==> src/tmis_ram.sv <==
`timescale 1ns / 1ps
// ----------------------------------------------------------------------------
// tmis_ram: generic single-write, single-read RAM
// One write port, one read port with registered read data.
// ----------------------------------------------------------------------------
module tmis_ram #(
  parameter int WIDTH = 8,
  parameter int DEPTH = 16
) (
  input  logic                                      clk,
  input  logic                                      we,
  input  logic [((DEPTH > 1) ? $clog2(DEPTH) : 1)-1:0] waddr,
  input  logic [WIDTH-1:0]                          wdata,
  input  logic [((DEPTH > 1) ? $clog2(DEPTH) : 1)-1:0] raddr,
  output logic [WIDTH-1:0]                          rdata
);

  logic [WIDTH-1:0] mem [DEPTH];

  always_ff @(posedge clk) begin
    if (we) begin
      mem[waddr] <= wdata;
    end
    rdata <= mem[raddr];
  end

endmodule

==> config.mk <==
export PLATFORM = sky130hd
export DESIGN_NAME = tmis_ram
export DESIGN_NICKNAME = d
export VERILOG_FILES = /design/src/tmis_ram.sv
export SDC_FILE = /design/constraint.sdc
export NUM_CORES = 1
export LEC_CHECK = 0
export ABC_AREA = 1
export BUFFER_PORTS_ARGS = -buffer_cell sky130_fd_sc_hd__buf_2
export CELL_PAD_IN_SITES_DETAIL_PLACEMENT = 2
export CELL_PAD_IN_SITES_GLOBAL_PLACEMENT = 2
export CORE_MARGIN = 5
export CORE_UTILIZATION = 43
export DETAILED_ROUTE_END_ITERATION = 12
export PLACE_DENSITY_LB_ADDON = 0.1
export SYNTH_ARGS = -nofsm -noshare
export SYNTH_HDL_FRONTEND = slang
export SYNTH_SLANG_ARGS = --single-unit
export TNS_END_PERCENT = 5
==> constraint.sdc <==
create_clock -name clk -period 2.8 [get_ports clk]
set_input_delay 0 -clock clk [delete_from_list [all_inputs] [get_ports clk]]
set_output_delay 0 -clock clk [all_outputs]
set_load 0.1 [all_outputs]
==> impl_metrics.ini, run 1 <==
[routing]
totalWireLength_um = 17300
vias = 3965
antenna_left = 0
wl_per_cell_um = 22.5
dr.pass1.iters = 4
via_per_inst = 5.16
drt_iter0_drc = 321
route.detailed.drc = 0

[timing]
setup_viol_count_final = 0
timing.fmax_ghz = 0.809
fin_skew_ps = 12.9
final.setup.tns_ps = 0
rsz0062_at_grt = false
finalHoldViolations = 0
whs_ps = 12.6
final_max_slew_viol_count = 0
fin_crit_sh_pct = 44.1
relSlewSlack_pct = 37.8
tightest_slew_ps = 930
finalCriticalPeriod_ps = 1240
worst_slack_ps = 1560

[cells_and_area]
drive_above_1_share_pct = 10.3
diodes = 0
area_delta_synth_final_pct = 14.0
finalNonFillerCells = 768
fin_nets = 597

[power]
power.leakage_nw = 2.83
ir_worst_vdd_mv = 0.343
p_per_area_nw_per_um2 = 731

[setup_path]
crit_path_cell_trace = buf_2
crit_slowest_cell = buf_2
arrival_ps = 1240
required_ps = 2800
critPathCaptureType = output port
reg2reg_slack_ps = 1610
path_max_fanout = 1
path_buf_inv = 1
worstSetupPathType = flop to output port
critical_path.max_stage_delay_ps = 450
crit_family = buffers and inverters
critPathLaunchType = flop

[clocking]
postCtsHoldBufs = 2
clock_path_buffers = 2
cts_buffers = 17
cts.clk_slew.worst_paths_ps = 60
cts_root_buf = clkbuf_16
clk_latency_ps = 430
cts_setup_buffers = 0
tritoncts = done
cts_max_level = 4
ctsResizeCount = 0
clkSinkCount = 136

[placed_design]
dp_hpwl_um = 10500
place_inst = 732
gp_congestion = 0.788
io_buffers = 25
dp_slack_ps = 1210

[floorplan]
chipHeight_um = 126
io_pins = 26
die_x_um = 126
rows = 42
initial_core_util_pct = 43.7
die_area_um2 = 15800
core_um2 = 13200

[logic_synthesis]
ys_top_cells_by_area = edfxtp_1 (67%), nand2_1 (11%), nand3_1 (8.4%), inv_1 (6.5%), dfxtp_1 (2.8%)
yosys.cell_types.count = 12
ys.flop_type = edfxtp_1
synth_commonest_cells = nand2_1 (173), edfxtp_1 (128), inv_1 (100)
ys_warn_count = 0
avgSynthCellArea_um2 = 10.5
syn_inst = 551
yosysMostFrequentCell = nand2_1
syn_area_um2 = 5770
ys_ff_latch = 136
async_reset_ff_share_pct = 0
synth_top_area_share_pct = 66.7
yosysSeqAreaShare_pct = 69.4
synth_edf_count = 128
synth_fp_nets = 569
yosys.area.top_type = edfxtp_1

[global_route]
grt_start_max_net_pins = 65
grt_pass1_wl_um = 26600
grt_overflow = 0
antenna_found_initial = 0
grt_use_total_pct = 23.1
grt_pass1_vias = 4563

[status]
outcome = complete, no violations

[run]
drv_cap = 0

[worst_hold_path]
min_path_type = input port to flop
power breakdown:
| group | total [mW] | switching (mW) | internal (mW) |
|---|---|---|---|
| registers | 2.29 | 0.0155 | 2.28 |
| clock network | 2.12 | 0.820 | 1.30 |
| logic | 0.393 | 0.316 | 0.0770 |
| total | 4.81 | 1.15 | 3.66 |
layer usage:
metal / up-vias / global-route usage [%] / wire [um]
met5: - / 0 / 0
met4: 0 / 10.2 / 478
met3: 31 / 6.14 / 850
met2: 97 / 40.4 / 9030
met1: 2008 / 26.7 / 6960
li1: 1829 / - / -
registers in the layout (all words and copies together), names as in the netlist:
register,flops
mem,128
rdata,8
final timing paths:
path / from / cells past startpoint / end
worst min register to register: mem[12][5] / 6 / rdata[5]
worst min-delay path: wdata[7] / 1 / mem[14][7]
worst max-delay path: rdata[0] / 1 / rdata[0]
worst max register to register: mem[1][2] / 6 / rdata[2]
kinds of logic after synthesis:
family	share of synthesized area, %
and+or+nand+nor	21.0
DFF	69.4
buffers and inverters	9.52
layout by cell type (no fill, tap or decap):
cell type / instances
clkinvlp_4: 1
nand3_1: 97
buf_2: 25
clkbuf_1: 2
inv_1: 100
bufinv_16: 1
inv_2: 2
edfxtp_1: 128
buf_4: 4
clkbuf_16: 17
nand2_1: 173
clkbuf_8: 4
nand3b_1: 2
dlygate4sd3_1: 4
clkinv_2: 7
nor2_1: 17
dfxtp_1: 8
stage by stage:
step / power, mW / utilization, % / cell area, um^2
2_1_floorplan: 2.59 / - / 5770
3_3_place_gp: 2.70 / 45.3 / 5980
3_5_place_dp: 2.72 / 45.3 / 5980
4_1_cts: 4.84 / 49.7 / 6560
5_1_grt: 4.98 / 49.9 / 6580
6_report: 4.81 / 49.9 / 6580
area by class of cell:
cell class,instances,area [um^2]
clock buffer,23,488
clock inverter,9,72.6
fill,1352,6610
inverter,102,383
multi-input combinational,289,1210
sequential,136,4000
tap,176,220
timing repair buffer,33,195
No activity file was read; power rests on OpenSTA's default activity.
==> inputs of run 2 (changes only) <==
--- a/config.mk
+++ b/config.mk
@@ -10,7 +10,7 @@
 export CELL_PAD_IN_SITES_DETAIL_PLACEMENT = 2
 export CELL_PAD_IN_SITES_GLOBAL_PLACEMENT = 2
 export CORE_MARGIN = 5
-export CORE_UTILIZATION = 43
+export CORE_UTILIZATION = 36
 export DETAILED_ROUTE_END_ITERATION = 12
 export PLACE_DENSITY_LB_ADDON = 0.1
 export SYNTH_ARGS = -nofsm -noshare
==> constraint.sdc (replaced) <==
create_clock -name clk -period 1 [get_ports clk]
set_input_delay 0 -clock clk [delete_from_list [all_inputs] [get_ports clk]]
set_output_delay 0 -clock clk [all_outputs]
set_load 0.1 [all_outputs]
==> impl_metrics.ini, run 2 (synthesized netlist as in run 1, its figures left out) <==
[setup_path]
crit_cells = 6
arrival_ps = 1330
worstSetupPathType = flop to flop
crit_slowest_cell = edfxtp_1
required_ps = 1320
crit_top_cell = nand3_2
path_max_fanout = 1
path_buf_inv = 1
r2r_cells = 6
crit_path_cell_trace = inv_2 > nand2_2 > nand3_2 > nand3_2 > nand3_2 > nand2_1
critical_path.max_stage_delay_ps = 400
critPathCaptureType = flop
critPathLaunchType = flop
crit_family = simple AND/OR/NAND/NOR gates

[run]
drv_cap = 0

[power]
switching_share_pct = 22.5
ir_worst_vdd_mv = 1.12
total_power_mw = 14.5
power.leakage_nw = 3.17
p_clk_share_pct = 46.3
power.switching_mw = 3.27
p_per_area_nw_per_um2 = 1980
p_seq_share_pct = 44.4
p_int_mw = 11.2
pwr-share-comb_pct = 9.4

[cells_and_area]
reg_top3 = mem x128, rdata x8
largest_register = mem
final_common_cell = nand2_1
finalNonFillerCells = 842
drive_above_1_share_pct = 21.4
diodes = 0
ff_latch_area_um2 = 4010
final.fill_count = 1611
fin_nets = 631
final_cell_mix = nand2_1 (168), edfxtp_1 (128), inv_1 (97), nand3_1 (67), nand3_2 (30)
largest_register_ffs = 128
area_delta_synth_final_pct = 27.4
multi_input_area_um2 = 1380

[routing]
totalWireLength_um = 16900
antenna_left = 0
dr.pass1.iters = 4
route.detailed.drc = 0
wl_per_cell_um = 20.0
drt_iter0_drc = 207
vias = 4077
via_per_inst = 4.84

[timing]
setup_viol_count_final = 1
worst_slack_ps = -9.39
fin_crit_sh_pct = 101
rsz0062_at_grt = true
tightest_slew_ps = 436
timing.fmax_ghz = 0.991
final_max_slew_viol_count = 0
finalHoldViolations = 0
relSlewSlack_pct = 70.9
finalCriticalPeriod_ps = 1010
final.setup.tns_ps = -9.39
fin_skew_ps = 16.6

[global_route]
grt_use_total_pct = 19.4
grt_overflow = 0
antenna_found_initial = 0
grt_pass1_vias = 4643
grt_pass1_wl_um = 26300
grt_start_max_net_pins = 33

[clocking]
cts.clk_slew.worst_paths_ps = 60
clk_latency_ps = 430
cts_buffers = 17
cts_max_level = 4
tritoncts = done
cts_root_buf = clkbuf_16
cts_setup_buffers = 0
clock_path_buffers = 2
clkSinkCount = 136

[placed_design]
place_inst = 805
dp_hpwl_um = 11100
io_buffers = 25
gp_congestion = 0.770

[floorplan]
rows = 46
die_x_um = 137
chipHeight_um = 137
initial_core_util_pct = 36.4
die_area_um2 = 18700
core_um2 = 15800
io_pins = 26

[worst_hold_path]
min_path_type = input port to flop
hold_depth = 1

[status]
failed_checks = setup timing
outcome = finished with violations
run 2: metal layers:
layer | vias to the layer above | global-route usage, % | part of all wire, %
li1 | 1901 | - | -
met1 | 2104 | 24.5 | 43
met2 | 58 | 33.8 | 52
met3 | 14 | 3.82 | 3.2
met4 | 0 | 5.94 | 1.1
met5 | - | 0 | 0
run 2: stage by stage:
stage | utilization (%) | worst slack [ps] | instance area, um^2 | hold WS (ps)
6_report | 46.4 | -9.39 | 7350 | 15.0
5_1_grt | 46.4 | -41.2 | 7350 | 27.4
4_1_cts | 45.5 | -18.9 | 7210 | 14.9
3_5_place_dp | 41.0 | -154 | 6490 | 444
3_3_place_gp | 41.0 | -79.7 | 6490 | 438
2_1_floorplan | - | 49.2 | 5770 | 98.9
run 2: final cells by class:
cell class	count	share of cell area, %
clock buffers	24	6.69
clock inverters	8	1.92
inverters	102	5.21
multi-input cells	289	18.7
flip-flops and latches	136	54.6
well taps	216	3.68
repair buffers	67	9.16
run 2: power groups by stage:
| stage | Combinational, mW | Clock [mW] | Sequential (mW) |
|---|---|---|---|
| 2_1_floorplan | 0.450 | 0 | 6.79 |
| 3_3_place_gp | 1.26 | 0 | 6.55 |
| 3_5_place_dp | 1.30 | 0 | 6.56 |
| 4_1_cts | 1.34 | 6.90 | 6.44 |
| 5_1_grt | 1.46 | 7.12 | 6.45 |
| 6_report | 1.36 | 6.72 | 6.44 |
run 2: worst paths after layout:
check | start | end | slack (ps)
max | mem[1][6] | rdata[6] | -9
min reg2reg | mem[11][0] | rdata[0] | 700
max reg2reg | mem[1][6] | rdata[6] | -9
min | wdata[1] | mem[5][1] | 10
run 2: timing repair:
action	4_1_cts	5_1_grt
hold buffers	5	0
resized for setup	10	33
endpoints found under the setup margin	8	9
pin swaps	2	16
endpoints found under the hold margin	62	0
==> inputs of run 3 (changes only) <==
--- a/config.mk
+++ b/config.mk
@@ -10,9 +10,11 @@
 export CELL_PAD_IN_SITES_DETAIL_PLACEMENT = 2
 export CELL_PAD_IN_SITES_GLOBAL_PLACEMENT = 2
 export CORE_MARGIN = 5
-export CORE_UTILIZATION = 36
+export CORE_UTILIZATION = 26
+export CTS_BUF_LIST = sky130_fd_sc_hd__clkbuf_16
 export DETAILED_ROUTE_END_ITERATION = 12
 export PLACE_DENSITY_LB_ADDON = 0.1
+export RECOVER_POWER = 50
 export SYNTH_ARGS = -nofsm -noshare
 export SYNTH_HDL_FRONTEND = slang
 export SYNTH_SLANG_ARGS = --single-unit
==> impl_metrics.ini, run 3 (synthesized netlist as in run 1, its figures left out) <==
[floorplan]
die_x_um = 159
rows = 54
chipHeight_um = 159
die_area_um2 = 25300
core_um2 = 21800
io_pins = 26
initial_core_util_pct = 26.4

[routing]
via_per_inst = 4.42
dr.pass1.iters = 4
totalWireLength_um = 17600
vias = 3962
antenna_left = 0
wl_per_cell_um = 19.7
drt_iter0_drc = 217
route.detailed.drc = 0

[placed_design]
place_inst = 865
gp_congestion = 0.722
dp_slack_ps = -297
postPlaceCellArea_um2 = 6540
io_buffers = 25
dp_hpwl_um = 11500

[clocking]
tritoncts = done
cts_buffers = 17
clk_latency_ps = 420
clkSinkCount = 136
cts_setup_buffers = 0
cts.clk_slew.worst_paths_ps = 60
cts_max_level = 4
clock_path_buffers = 2
postCtsHoldBufs = 0
cts_root_buf = clkbuf_16

[timing]
timing.fmax_ghz = 1.02
rsz0062_at_grt = true
finalCriticalPeriod_ps = 982
final_max_slew_viol_count = 0
setup_viol_count_final = 0
fin_crit_sh_pct = 98.2
relSlewSlack_pct = 28.9
tightest_slew_ps = 1070
fin_skew_ps = 7.56
whs_ps = 56.4
final.setup.tns_ps = 0
worst_slack_ps = 18.1
finalHoldViolations = 0

[global_route]
grt_use_total_pct = 14.3
grt_start_max_net_pins = 58
grt_pass1_wl_um = 27200
grt_pass1_vias = 4377
antenna_found_initial = 0
grt_overflow = 0

[setup_path]
worstReg2RegEnd = rdata[6]
r2r_cells = 6
required_ps = 1300
arrival_ps = 1290
critPathCaptureType = flop
reg2reg_slack_ps = 20
path_max_fanout = 1
worstSetupPathType = flop to flop
critPathLaunchType = flop
r2r_start = mem[13][6]

[power]
total_power_mw = 14.3
power.leakage_nw = 3.08
ir_worst_vdd_mv = 1.11
p_per_area_nw_per_um2 = 1960

[cells_and_area]
drive_above_1_share_pct = 17.8
finalInstanceArea_um2 = 7280
final_common_cell = nand2_1
diodes = 0
reg_top3 = mem x128, rdata x8
largest_register_ffs = 128
finalNonFillerCells = 897
fin_nets = 622
largest_register = mem
area_delta_synth_final_pct = 26.3
final_cell_mix = nand2_1 (170), edfxtp_1 (128), inv_1 (101), nand3_1 (72), nand3_2 (25)
fin_util_pct = 33.4

[worst_hold_path]
min_path_type = input port to flop
hp-start = raddr[3]
hold_depth = 4
hold_end = rdata[1]

[status]
outcome = complete, no violations

[run]
drv_cap = 0
run 3: report_power, final:
part	internal, mW	total, mW	switching, mW
clock network	4.13	6.52	2.39
registers	6.38	6.44	0.0645
logic	0.421	1.34	0.918
total	10.9	14.3	3.37
run 3: final cells by class:
class	count	area [um^2]
multi-input cells	289	1350
clock buffers	17	425
flip-flops and latches	136	4010
repair buffers	58	578
well taps	280	350
clock inverters	15	186
inverters	102	383
fillers	2335	14500
run 3: worst max-delay path by stage:
stage	slack, ps	from	endpoint
floorplan	50	waddr[3]	mem[4][0]
global placement	-280	raddr[0]	rdata[0]
detailed placement	-300	raddr[0]	rdata[0]
CTS	-40	mem[11][4]	rdata[4]
global route	-50	mem[3][5]	rdata[5]
finish	20	mem[13][6]	rdata[6]
run 3: worst max-delay path: stages, from the launching register on:
cell	delay, ps
edfxtp_1	360
inv_1	60
nand2_1	40
nand3_1	120
nand3_2	120
nand3_2	110
nand2_1	60
run 3: repair_timing:
action                                  in CTS  in global routing
endpoints found under the setup margin       9                 10
hold endpoints to repair                     0                  0
pin swaps                                    2                 10
resized for setup                           14                 19
run 3: layer usage:
metal  track usage, %  part of all wire (%)  vias to the layer above
li1                 -                     -                     1878
met1             19.5                    48                     2030
met2             23.5                    49                       37
met3             2.49                   1.9                       17
met4             4.30                   1.3                        0
met5                0                     0                        -
